<file path="config.mk">
export PLATFORM = sky130hd
export DESIGN_NAME = thermocouple_poly_eval_unit
export DESIGN_NICKNAME = d
export VERILOG_FILES = /design/src/rtl/tpe_pkg.sv /design/src/rtl/tpe_mult.sv /design/src/rtl/thermocouple_poly_eval_unit.sv
export VERILOG_INCLUDE_DIRS = /design/src /design/src/rtl
export SDC_FILE = /design/constraint.sdc
export NUM_CORES = 2
export LEC_CHECK = 0
export BUFFER_PORTS_ARGS = -buffer_cell sky130_fd_sc_hd__buf_2
export CORE_ASPECT_RATIO = 0.75
export CORE_MARGIN = 2
export CORE_UTILIZATION = 54
export CTS_BUF_LIST = sky130_fd_sc_hd__clkbuf_8
export DETAILED_ROUTE_END_ITERATION = 8
export PLACE_DENSITY = 0.71
export REMOVE_ABC_BUFFERS = 1
export SLEW_MARGIN = 20
export SYNTH_ARGS = -nofsm -noshare
export SYNTH_HDL_FRONTEND = slang
export SYNTH_SLANG_ARGS = --single-unit
</file>
<file path="constraint.sdc">
create_clock -name clk -period 9.7 [get_ports clk]
set_input_delay 0.97 -clock clk [delete_from_list [all_inputs] [get_ports clk]]
set_output_delay 0.97 -clock clk [all_outputs]
set_load 0.02 [all_outputs]
</file>
<file path="src/rtl/thermocouple_poly_eval_unit_assert.svh">
// assertion macros for the thermocouple polynomial evaluator
// used by thermocouple_poly_eval_unit.sv, the rtl file that carries assertions; no other dependencies
`ifndef THERMOCOUPLE_POLY_EVAL_UNIT_ASSERT_SVH
`define THERMOCOUPLE_POLY_EVAL_UNIT_ASSERT_SVH
`ifndef ASSERT_OFF
// condition must hold at every clock edge out of reset
`define TPE_ASSERT_ALWAYS(label, clk, rst_n, cond, msg) \
    label: assert property (@(posedge clk) disable iff (!rst_n) (cond)) else $error(msg);
// consequent must hold in the cycle after the antecedent
`define TPE_ASSERT_NEXT(label, clk, rst_n, ante, cons, msg) \
    label: assert property (@(posedge clk) disable iff (!rst_n) (ante) |=> (cons)) \
        else $error(msg);
`else
`define TPE_ASSERT_ALWAYS(label, clk, rst_n, cond, msg)
`define TPE_ASSERT_NEXT(label, clk, rst_n, ante, cons, msg)
`endif
`endif

</file>
<file path="src/rtl/tpe_pkg.sv">
// shared constants, coefficient table and shift table for the polynomial evaluator
// no dependencies
`default_nettype none

package tpe_pkg;

    localparam int NUM_COEF   = 14;
    localparam int MAX_TERMS  = 16;
    localparam int TERM_LIMIT = (NUM_COEF < MAX_TERMS) ? NUM_COEF : MAX_TERMS;

    localparam int TEMP_W  = 16;
    localparam int VOLT_W  = 24;
    localparam int TC_W    = 4;
    localparam int ACC_W   = 48;
    localparam int HALF_W  = ACC_W / 2;
    localparam int MUL_A_W = HALF_W + 1;
    localparam int MUL_P_W = MUL_A_W + TEMP_W;
    localparam int LO_W    = MUL_P_W + 1;
    localparam int WIDE_W  = 64;
    localparam int SHIFT_W = 5;

    localparam logic [TC_W-1:0] TERM_MAX = TC_W'(TERM_LIMIT);

    localparam logic signed [TEMP_W-1:0] T_LOW  = -16'sd17280;
    localparam logic signed [TEMP_W-1:0] T_HIGH = 16'sd0;

    localparam logic signed [ACC_W-1:0] V_LOW  = -48'sd6500000;
    localparam logic signed [ACC_W-1:0] V_HIGH = 48'sd0;

    localparam logic signed [ACC_W-1:0] ACC_MAX = 48'sh7FFF_FFFF_FFFF;
    localparam logic signed [ACC_W-1:0] ACC_MIN = -48'sh7FFF_FFFF_FFFF - 48'sd1;

    typedef logic signed [ACC_W-1:0]   acc_t;
    typedef logic signed [TEMP_W-1:0]  temp_t;
    typedef logic signed [MUL_A_W-1:0] mul_a_t;
    typedef logic signed [MUL_P_W-1:0] mul_p_t;

    // scaled coefficient of term idx
    function automatic acc_t tpe_coef(input logic [TC_W-1:0] idx);
        acc_t c;
        case (idx)
            4'd1:    c = 48'sd7689405557;
            4'd2:    c = 48'sd1523739544;
            4'd3:    c = -48'sd6699981365;
            4'd4:    c = -48'sd56735153691;
            4'd5:    c = -48'sd334688288627;
            4'd6:    c = -48'sd1343356159611;
            4'd7:    c = -48'sd3795456528340;
            4'd8:    c = -48'sd7590743560238;
            4'd9:    c = -48'sd21267179971862;
            4'd10:   c = -48'sd20320508885769;
            4'd11:   c = -48'sd25146143796342;
            4'd12:   c = -48'sd36234007942305;
            4'd13:   c = -48'sd46068173877170;
            default: c = 48'sd0;
        endcase
        return c;
    endfunction

    // scale step between horner level idx and level idx-1
    function automatic logic [SHIFT_W-1:0] tpe_shift(input logic [TC_W-1:0] idx);
        logic [SHIFT_W-1:0] s;
        case (idx)
            4'd1:    s = 5'd23;
            4'd9:    s = 5'd15;
            4'd11:   s = 5'd15;
            4'd12:   s = 5'd16;
            4'd13:   s = 5'd17;
            default: s = 5'd14;
        endcase
        return s;
    endfunction

endpackage

`default_nettype wire

</file>
<file path="src/rtl/tpe_mult.sv">
// shared signed multiplier with registered product, 25 x 16 bits
// depends on tpe_pkg
`default_nettype none

module tpe_mult (
    input  wire logic            clk,
    input  wire tpe_pkg::mul_a_t a,
    input  wire tpe_pkg::temp_t  b,
    output tpe_pkg::mul_p_t      prod
);
    import tpe_pkg::*;

    mul_p_t prod_reg;
    mul_p_t prod_next;

    // one partial product per cycle, product registered in the cycle after
    always_comb
    begin
        prod_next = MUL_P_W'(a) * MUL_P_W'(b);
    end

    always_ff @(posedge clk)
    begin
        prod_reg <= prod_next;
    end

    assign prod = prod_reg;

endmodule

`default_nettype wire

</file>
<file path="src/rtl/thermocouple_poly_eval_unit.sv">
// Type E thermocouple polynomial evaluation: stream in temperature, stream out EMF in nV.
// The polynomial is evaluated with Horner's rule on one shared 25 x 16 bit
// multiplier (tpe_mult). Each Horner step runs in order: low half of the
// accumulator times the sample, high half times the sample, recombine with
// rounding and scale shift, then add the next coefficient with 48-bit
// saturation. With n terms in use the sequencer starts at coefficient n-1, does one
// Horner step per lower coefficient, then loads the result into the output register;
// s_tready is low from the input transfer until the sequencer is back in idle, so a
// new sample is taken only after the last one has left the sequencer. The output
// register holds a finished result until it is taken, so the next sample may be
// transferred meanwhile; a result that finds the output register still full waits in
// the sequencer with s_tready low. term_count is written through cfg_we / cfg_wdata,
// by the user only while the block is idle; the block itself does not enforce this.
// Values above 14 use 14 terms and zero gives a result of 0. Samples are clamped to
// [-270 C, 0 C] first and the result is saturated to [-6500000, 0] nV.
// depends on tpe_pkg, tpe_mult and thermocouple_poly_eval_unit_assert.svh
`default_nettype none

`include "thermocouple_poly_eval_unit_assert.svh"

module thermocouple_poly_eval_unit (
    input  wire logic                          clk,
    input  wire logic                          rst_n,
    // configuration
    input  wire logic                          cfg_we,
    input  wire logic [tpe_pkg::TC_W-1:0]      cfg_wdata,    // term_count
    // sample input
    input  wire logic                          s_tvalid,
    output logic                               s_tready,
    input  wire logic [tpe_pkg::TEMP_W-1:0]    s_tdata,      // [15:0] temperature
    // result output
    output logic                               m_tvalid,
    input  wire logic                          m_tready,
    output logic [tpe_pkg::VOLT_W-1:0]         m_tdata       // [23:0] voltage
);
    import tpe_pkg::*;

    typedef enum logic [2:0] {
        ST_IDLE,
        ST_MUL_LO,
        ST_MUL_HI,
        ST_SHIFT,
        ST_ACC,
        ST_OUT
    } state_t;

    state_t                state_reg,  state_next;
    logic [TC_W-1:0]       tc_reg,     tc_next;
    logic [TC_W-1:0]       lvl_reg,    lvl_next;
    temp_t                 temp_reg,   temp_next;
    acc_t                  acc_reg,    acc_next;
    logic signed [LO_W-1:0]   lo_reg,  lo_next;
    logic signed [WIDE_W-1:0] rs_reg,  rs_next;
    logic                  mvalid_reg, mvalid_next;
    logic [VOLT_W-1:0]     mdata_reg,  mdata_next;

    mul_a_t                mul_a;
    mul_p_t                mul_p;
    temp_t                 temp_in;
    temp_t                 temp_clamped;
    logic [TC_W-1:0]       terms;
    logic [SHIFT_W-1:0]    shift_amt;
    logic [LO_W-1:0]       round_bit;
    logic signed [WIDE_W-1:0] hi_ext;
    logic signed [WIDE_W-1:0] wide_sum;
    logic signed [WIDE_W-1:0] acc_sum;
    acc_t                  acc_sat;
    acc_t                  volt_sat;
    logic                  out_free;

    // shared multiplier
    tpe_mult u_mult (
        .clk  (clk),
        .a    (mul_a),
        .b    (temp_reg),
        .prod (mul_p)
    );

    // operand select: low half unsigned, high half signed
    always_comb
    begin
        if (state_reg == ST_MUL_LO)
        begin
            mul_a = {1'b0, acc_reg[HALF_W-1:0]};
        end
        else
        begin
            mul_a = {acc_reg[ACC_W-1], acc_reg[ACC_W-1:HALF_W]};
        end
    end

    // sample clamp and term limit
    always_comb
    begin
        temp_in = $signed(s_tdata);
        if (temp_in < T_LOW)
        begin
            temp_clamped = T_LOW;
        end
        else if (temp_in > T_HIGH)
        begin
            temp_clamped = T_HIGH;
        end
        else
        begin
            temp_clamped = temp_in;
        end
        terms = (tc_reg > TERM_MAX) ? TERM_MAX : tc_reg;
    end

    // recombine halves, round, scale and accumulate
    always_comb
    begin
        shift_amt = tpe_shift(lvl_reg);
        round_bit = LO_W'(1) << (shift_amt - SHIFT_W'(1));
        hi_ext    = WIDE_W'(mul_p);
        wide_sum  = (hi_ext <<< HALF_W) + WIDE_W'(lo_reg);
        acc_sum   = WIDE_W'(tpe_coef(lvl_reg - TC_W'(1))) + rs_reg;
        if (acc_sum > WIDE_W'(ACC_MAX))
        begin
            acc_sat = ACC_MAX;
        end
        else if (acc_sum < WIDE_W'(ACC_MIN))
        begin
            acc_sat = ACC_MIN;
        end
        else
        begin
            acc_sat = acc_sum[ACC_W-1:0];
        end
        if (acc_reg < V_LOW)
        begin
            volt_sat = V_LOW;
        end
        else if (acc_reg > V_HIGH)
        begin
            volt_sat = V_HIGH;
        end
        else
        begin
            volt_sat = acc_reg;
        end
        out_free = !mvalid_reg || m_tready;
    end

    // sequencer next state
    always_comb
    begin
        state_next  = state_reg;
        tc_next     = tc_reg;
        lvl_next    = lvl_reg;
        temp_next   = temp_reg;
        acc_next    = acc_reg;
        lo_next     = lo_reg;
        rs_next     = rs_reg;
        mvalid_next = mvalid_reg;
        mdata_next  = mdata_reg;

        if (cfg_we)
        begin
            tc_next = cfg_wdata;
        end
        if (mvalid_reg && m_tready)
        begin
            mvalid_next = 1'b0;
        end

        unique case (state_reg)
            ST_IDLE:
            begin
                if (s_tvalid)
                begin
                    temp_next = temp_clamped;
                    if (terms == '0)
                    begin
                        acc_next   = '0;
                        state_next = ST_OUT;
                    end
                    else
                    begin
                        acc_next   = tpe_coef(terms - TC_W'(1));
                        lvl_next   = terms - TC_W'(1);
                        state_next = (terms == TC_W'(1)) ? ST_OUT : ST_MUL_LO;
                    end
                end
            end
            ST_MUL_LO:
            begin
                state_next = ST_MUL_HI;
            end
            ST_MUL_HI:
            begin
                lo_next    = LO_W'(mul_p) + $signed(round_bit);
                state_next = ST_SHIFT;
            end
            ST_SHIFT:
            begin
                rs_next    = wide_sum >>> shift_amt;
                state_next = ST_ACC;
            end
            ST_ACC:
            begin
                acc_next   = acc_sat;
                lvl_next   = lvl_reg - TC_W'(1);
                state_next = (lvl_reg == TC_W'(1)) ? ST_OUT : ST_MUL_LO;
            end
            ST_OUT:
            begin
                if (out_free)
                begin
                    mvalid_next = 1'b1;
                    mdata_next  = volt_sat[VOLT_W-1:0];
                    state_next  = ST_IDLE;
                end
            end
            default:
            begin
                state_next = ST_IDLE;
            end
        endcase
    end

    // state and registered outputs
    always_ff @(posedge clk or negedge rst_n)
    begin
        if (!rst_n)
        begin
            state_reg  <= ST_IDLE;
            tc_reg     <= TC_W'(NUM_COEF);
            lvl_reg    <= '0;
            temp_reg   <= '0;
            acc_reg    <= '0;
            lo_reg     <= '0;
            rs_reg     <= '0;
            mvalid_reg <= 1'b0;
            mdata_reg  <= '0;
        end
        else
        begin
            state_reg  <= state_next;
            tc_reg     <= tc_next;
            lvl_reg    <= lvl_next;
            temp_reg   <= temp_next;
            acc_reg    <= acc_next;
            lo_reg     <= lo_next;
            rs_reg     <= rs_next;
            mvalid_reg <= mvalid_next;
            mdata_reg  <= mdata_next;
        end
    end

    assign s_tready = (state_reg == ST_IDLE);
    assign m_tvalid = mvalid_reg;
    assign m_tdata  = mdata_reg;

    // horner level stays inside the coefficient table
    `TPE_ASSERT_ALWAYS(a_lvl_range, clk, rst_n, lvl_reg < TC_W'(NUM_COEF), "horner level out of range")
    // a held result is always a saturated voltage
    `TPE_ASSERT_ALWAYS(a_volt_range, clk, rst_n, !mvalid_reg || (($signed(mdata_reg) <= 24'sd0) && ($signed(mdata_reg) >= -24'sd6500000)), "result outside voltage range")
    // an input transfer starts a busy period
    `TPE_ASSERT_NEXT(a_busy_after_in, clk, rst_n, s_tvalid && s_tready, !s_tready, "ready after input transfer")
    // every accumulate step either loops back or finishes
    `TPE_ASSERT_NEXT(a_acc_next, clk, rst_n, state_reg == ST_ACC, (state_reg == ST_MUL_LO) || (state_reg == ST_OUT), "bad step after accumulate")

endmodule

`default_nettype wire
</file>
## After elaboration in Yosys (flattened, before gate mapping)

Memories as Yosys holds them, arrays and structs flattened.
Cells that the tools add are included.

- ROM bits: 1,536
- Output and inout port bits: 26
- Memories kept: 2
- Input port bits: 25
- Register bits after elaboration: 247
- Logic and storage cells: 78

- Reduce and logical (&&, ||, !) cells: 12
- Muxes and demuxes: 24
- Add/subtract/negate cells: 6
- Multipliers: 1
- Eq/ne operators: 14
- Magnitude comparators: 7
- Shifts and indexed selects: 2

Memory list:

| name | words | width | read ports | clocked after Yosys merged registers in | wr ports | RTL line | RTL |
|---|---|---|---|---|---|---|---|
| (name not given) | 16 | 48 | 1 | 0 | 0 | tpe_pkg.sv:41 | `case (idx)` |
| (name not given) | 16 | 48 | 1 | 0 | 0 | tpe_pkg.sv:41 |  |

Operators by type and width:

| kind | number |
|---|---|
| $mux 48 | 4 |
| $pmux 48 s2 | 1 |
| $add 48x64->64 | 1 |
| $add 64x42->64 | 1 |
| $gt 64x48->1 const B | 1 |
| $lt 64x48->1 const B | 1 |
| $sshr 64x5->64 | 1 |
| $gt 48x1->1 const B | 1 |
| $lt 48x24->1 const B | 1 |
| $mux 24 | 2 |
| $add 41x42->42 | 1 |
| $shl 1x5->42 const A | 1 |
| $mul 25x16->41 | 1 |
| $mux 16 | 2 |
| $mux 25 | 1 |
| $pmux 5 s4 | 1 |
| $pmux 3 s6 | 1 |
| $eq 4x4->1 const B | 4 |
| $gt 16x1->1 const B | 1 |
| $lt 16x16->1 const B | 1 |
| $mux 3 | 5 |
| $mux 4 | 3 |
| $eq 4x1->1 const B | 2 |
| $pmux 4 s2 | 1 |
| 17 further kinds | 27 |

## Depth between registers and ports, before layout

- Word-level depth: 7
- Gate-level depth with buffers: 31

## By module

A second synthesis with hierarchy kept.

- Cells, all modules: 4,342
- Area, all modules: 34,911.0 µm²

Modules (own cells, without submodules):

| module | area each (µm²) | instances | cells an instance | seq. area each (µm²) |
|---|---|---|---|---|
| thermocouple_poly_eval_unit | 19,815.3 | 1 | 2,677 | 4,808.4 |
| tpe_mult | 15,095.7 | 1 | 1,665 | 820.8 |

## Worst setup path after synthesis

OpenSTA, ideal clock, no wires.

- Path type: register -> register
- From: reg state_reg[0]
- To: reg u_mult.prod_reg[39] (netlist: u_mult.prod[39])
- Arrival: 8.054 ns
- Data required time: 9.628 ns
- Path buffers: 4
- Library setup time: 0.072 ns
- Path slack: 1.574 ns
- Cell stages (with the launch flop): 29
- Cells stage by stage: dfrtp_1 clkbuf_1 nor3b_1 clkbuf_1 mux2_2 clkbuf_1 and2_1 fa_1 fa_1 fa_1 fa_1 fa_1 inv_1 fa_1 inv_1 ha_1 clkbuf_1 a21o_1 a21o_1 a21o_1 a21oi_1 nand2_1 a31o_1 a31oi_1 o21ai_1 a41o_1 a211o_1 a21oi_1 xnor2_1

- Longest elaborated chain between the ends: 3

Ends and longest elaborated chain:

| what | RTL line | RTL |
|---|---|---|
| from (decl) | thermocouple_poly_eval_unit.sv:47 | `state_t state_reg, state_next;` |
| from (signal assigned) | thermocouple_poly_eval_unit.sv:240 | `state_reg <= state_next;` |
| $eq 3x1->1 | thermocouple_poly_eval_unit.sv:82 | `if (state_reg == ST_MUL_LO)` |
| $mux 25 | thermocouple_poly_eval_unit.sv:82 |  |
| $mul 25x16->41 | tpe_mult.sv:19 | `prod_next = MUL_P_W'(a) * MUL_P_W'(b);` |
| via u_mult.prod_next[39] | tpe_mult.sv:14 | `mul_p_t prod_next;` |
| to (signal assigned) | tpe_mult.sv:24 | `prod_reg <= prod_next;` |
| to (decl) | tpe_mult.sv:13 | `mul_p_t prod_reg;` |

The timed path passes the listed nets, and every way through them passes these cells.
A chain may end at the register's enable or synchronous reset.

## Worst setup path after layout

Same ends and word-level chain as after synthesis.

==> flow_summary_export.csv <==
group,metric,value,unit
cts,cts_num_sinks,233,
worst_setup_path,worst-r2r-setup-slack,1.70,ns
final_layout,finalNetCount,4819,
sta,rsz_0062_raised_after_global_routing,"no",
worst_setup_path,crit_buf_inv,6,
worst_hold_path,min-delay-path-class,"primary input to async pin",
routing,route.antenna.remaining_nets,0,
routing,vias_per_cell,6.04,
yosys,synth_warnings,0,
floorplanning,die_width,296,um
final_layout,fin_util,0.570,
floorplanning,rows,80,
place,replace_congestion,0.998,
routing,detail_route.wl_per_cell,21.2,um
yosys,ys_dominant_reg_cell,"dfrtp_1",
worst_setup_path,destination_of_the_critical_timing_path,"u_mult.prod[39]",
worst_setup_path,arrival_time_at_the_worst_endpoint,8.56,ns
yosys,avgSynthCellArea,8.16,um2
routing,detail_route.iter0.violations,3159,
job,drv.max_cap_violation_count,0,
sta,timing.slew.headroom,0.179,
worst_setup_path,critPathKind,"register to register",
cts,tritoncts,"yes",
worst_setup_path,cp_peak_stage_delay,0.70,ns
sta,totalNegativeSetupSlack,0,ns
routing,drc,0,
floorplanning,start_util,0.544,
global_route,grt.overflow.total,0,
cts,cts_max_level,2,
worst_setup_path,critPathTopFamily,"adder cells",
yosys,asyncSetResetFlopFracSynth,0.824,
routing,1st_pass_router_iterations,6,
sta,clock_skew,0.0443,ns
cts,postCtsResizedCells,0,
worst_setup_path,r2r.worst_path.cells,27,
routing,routed_wl,107000,um
global_route,grt_max_degree,80,
yosys,mappedNetlistArea,34500,um2
worst_setup_path,regToRegStartpoint,"state_reg[0]",
yosys,yosys_register_bits,233,
global_route,grtUsageTotal,0.327,
worst_setup_path,critPathLaunch,"state_reg[0]",
place,placement.io_buffers,50,
worst_setup_path,critical_path.endpoint_type,"register",
floorplanning,die_h,223,um
sta,worst_slew_pin_slew,1.23,ns
sta,setup-violations-final,0,
cts,numCtsBuffers,42,
final_layout,syn_to_final_growth,4.73,%
worst_setup_path,critPathRequiredTime,10.25,ns
global_route,vias_in_the_first_global_route,28900,
floorplanning,die_footprint,66000,um2
final_layout,drive_above_1_share,0.0527,
yosys,synth_seq_area_share,0.163,
sta,fin_crit,8.00,ns
worst_setup_path,crit_slowest_cell,"a21o_1",
final_layout,filler_cell_count,5947,
worst_setup_path,cp_num_cells,27,
cts,postCtsHoldBufs,0,
global_route,grt_pass1_wl,168000,um
yosys,synth-edff-count,0,
cts,postCtsSetupRepairBufs,0,
worst_setup_path,worst_r2r_endpoint,"u_mult.prod[39]",
sta,timing.final.crit_share,0.825,
worst_setup_path,start_kind,"register",
sta,timing.final.max_slew_violations,0,
global_route,grt_antenna_before_repair,2,
place,place.detailed.hpwl,85000,um
sta,timing.fmax,125,MHz
cts,clk-insertion-delay-late,0.65,ns
sta,timing.final.hold_violations,0,
floorplanning,io_pins,51,
final_layout,largest_register_ffs,64,
cts,clock_slew_at_reported_path_ffs,0.06,ns
cts,clockRootBuffer,"clkbuf_8",
floorplanning,core_region_area,63500,um2
routing,via_count,30500,
worst_setup_path,worst_path_most_repeated_cell,"fa_1",
yosys,number_of_cells_produced_by_synthesis,4235,
worst_setup_path,crit_path_max_fanout,26,
cts,cts-root-to-sink-buffers,3,
yosys,post_synth_num_cell_types,97,
status,run_status,"finished, final reports clean",
## final cells by class
type	instances	area (um2)	share of cell area
Multi-Input combinational cell	3277	26100	0.723
Sequential cell	233	5630	0.156
Inverter	523	1960	0.0543
Tap cell	861	1080	0.0298
Clock buffer	50	688	0.0190
Timing Repair Buffer	82	499	0.0138
Clock inverter	26	168	0.00463
Antenna cell	1	2.50	0.0000692
## per-layer routing
| layer | vias to the layer above | track usage | wire, um |
|---|---|---|---|
| li1 | 14000 | - | - |
| met1 | 14800 | 0.488 | 47500 |
| met2 | 1536 | 0.452 | 43700 |
| met3 | 207 | 0.0861 | 11900 |
| met4 | 0 | 0.122 | 4220 |
| met5 | - | 0 | 0 |
## Yosys cell counts (30+ instances only)
master	count	area (um2)
nand2_1	614	2300
inv_1	521	1960
fa_1	391	7830
a21oi_1	285	1430
nor2_1	256	961
ha_1	244	3050
o21ai_0	235	1180
dfrtp_1	189	4730
clkbuf_1	183	687
and2_1	169	1060
a21o_1	103	773
xnor2_1	103	902
nor3_1	57	285
xor2_1	56	490
a211o_1	53	464
nand3_1	49	245
nand4_1	43	269
dfxtp_1	41	821
a22o_1	39	342
mux2i_1	39	390
o21a_1	38	285
nor2b_1	36	225
o211ai_1	32	240
nand2b_1	30	188
## per-stage QoR
stage	hold WS (ns)	instance area, um2	setup slack (ns)	instances
6_report	0.307	36200	1.70	5053
3_5_place_dp	0.486	35300	1.79	4976
4_1_cts	0.297	36200	1.71	5052
5_1_grt	0.341	36200	1.17	5053
3_3_place_gp	0.479	35300	1.86	4976
2_1_floorplan	0.446	33700	0.643	4033
## worst min-delay path by stage
| stage | depth (start not counted) | startpoint | slack (ns) | to |
|---|---|---|---|---|
| floorplan | 2 | u_mult.prod[40] | 0.45 | lo_reg[41] |
| global placement | 2 | rs_reg[35] | 0.48 | rs_reg[35] |
| global route | 1 | rst_n | 0.34 | rs_reg[59] |
| CTS | 1 | rst_n | 0.30 | rs_reg[58] |
| finish | 1 | rst_n | 0.31 | rs_reg[60] |
| detailed placement | 1 | rs_reg[58] | 0.49 | rs_reg[58] |
## logic make-up after synthesis
family          share of synthesized area
compound gates                      0.199
xor+xnor                           0.0403
fa+ha+maj                           0.315
buf+inv                            0.0839
flops                               0.163
mux                                0.0204
other cells                      0.000217
simple gates                        0.178
## placed cells by master, fill, tap and decap left out, types with 12 or more instances in the layout
| master | instances |
|---|---|
| a211o_1 | 53 |
| a211oi_1 | 26 |
| a21o_1 | 103 |
| a21oi_1 | 285 |
| a22o_1 | 39 |
| a31oi_1 | 28 |
| and2_1 | 168 |
| and3_1 | 24 |
| buf_2 | 49 |
| buf_4 | 32 |
| clkbuf_8 | 51 |
| conb_1 | 28 |
| dfrtp_1 | 186 |
| dfxtp_1 | 41 |
| fa_1 | 391 |
| ha_1 | 244 |
| inv_1 | 536 |
| mux2_2 | 26 |
| mux2i_1 | 39 |
| nand2_1 | 613 |
| nand2b_1 | 29 |
| nand3_1 | 49 |
| nand4_1 | 43 |
| nor2_1 | 254 |
| nor2b_1 | 36 |
| nor3_1 | 57 |
| nor4_1 | 21 |
| o211ai_1 | 32 |
| o21a_1 | 38 |
| o21ai_0 | 234 |
| o21bai_1 | 29 |
| o22ai_1 | 12 |
| o31ai_1 | 14 |
| or2_2 | 13 |
| or3_1 | 12 |
| xnor2_1 | 102 |
| xor2_1 | 56 |
Power is left out: the tool's default activity adds up to more than one toggle a clock period on the data nets, which glitch-free logic cannot reach.
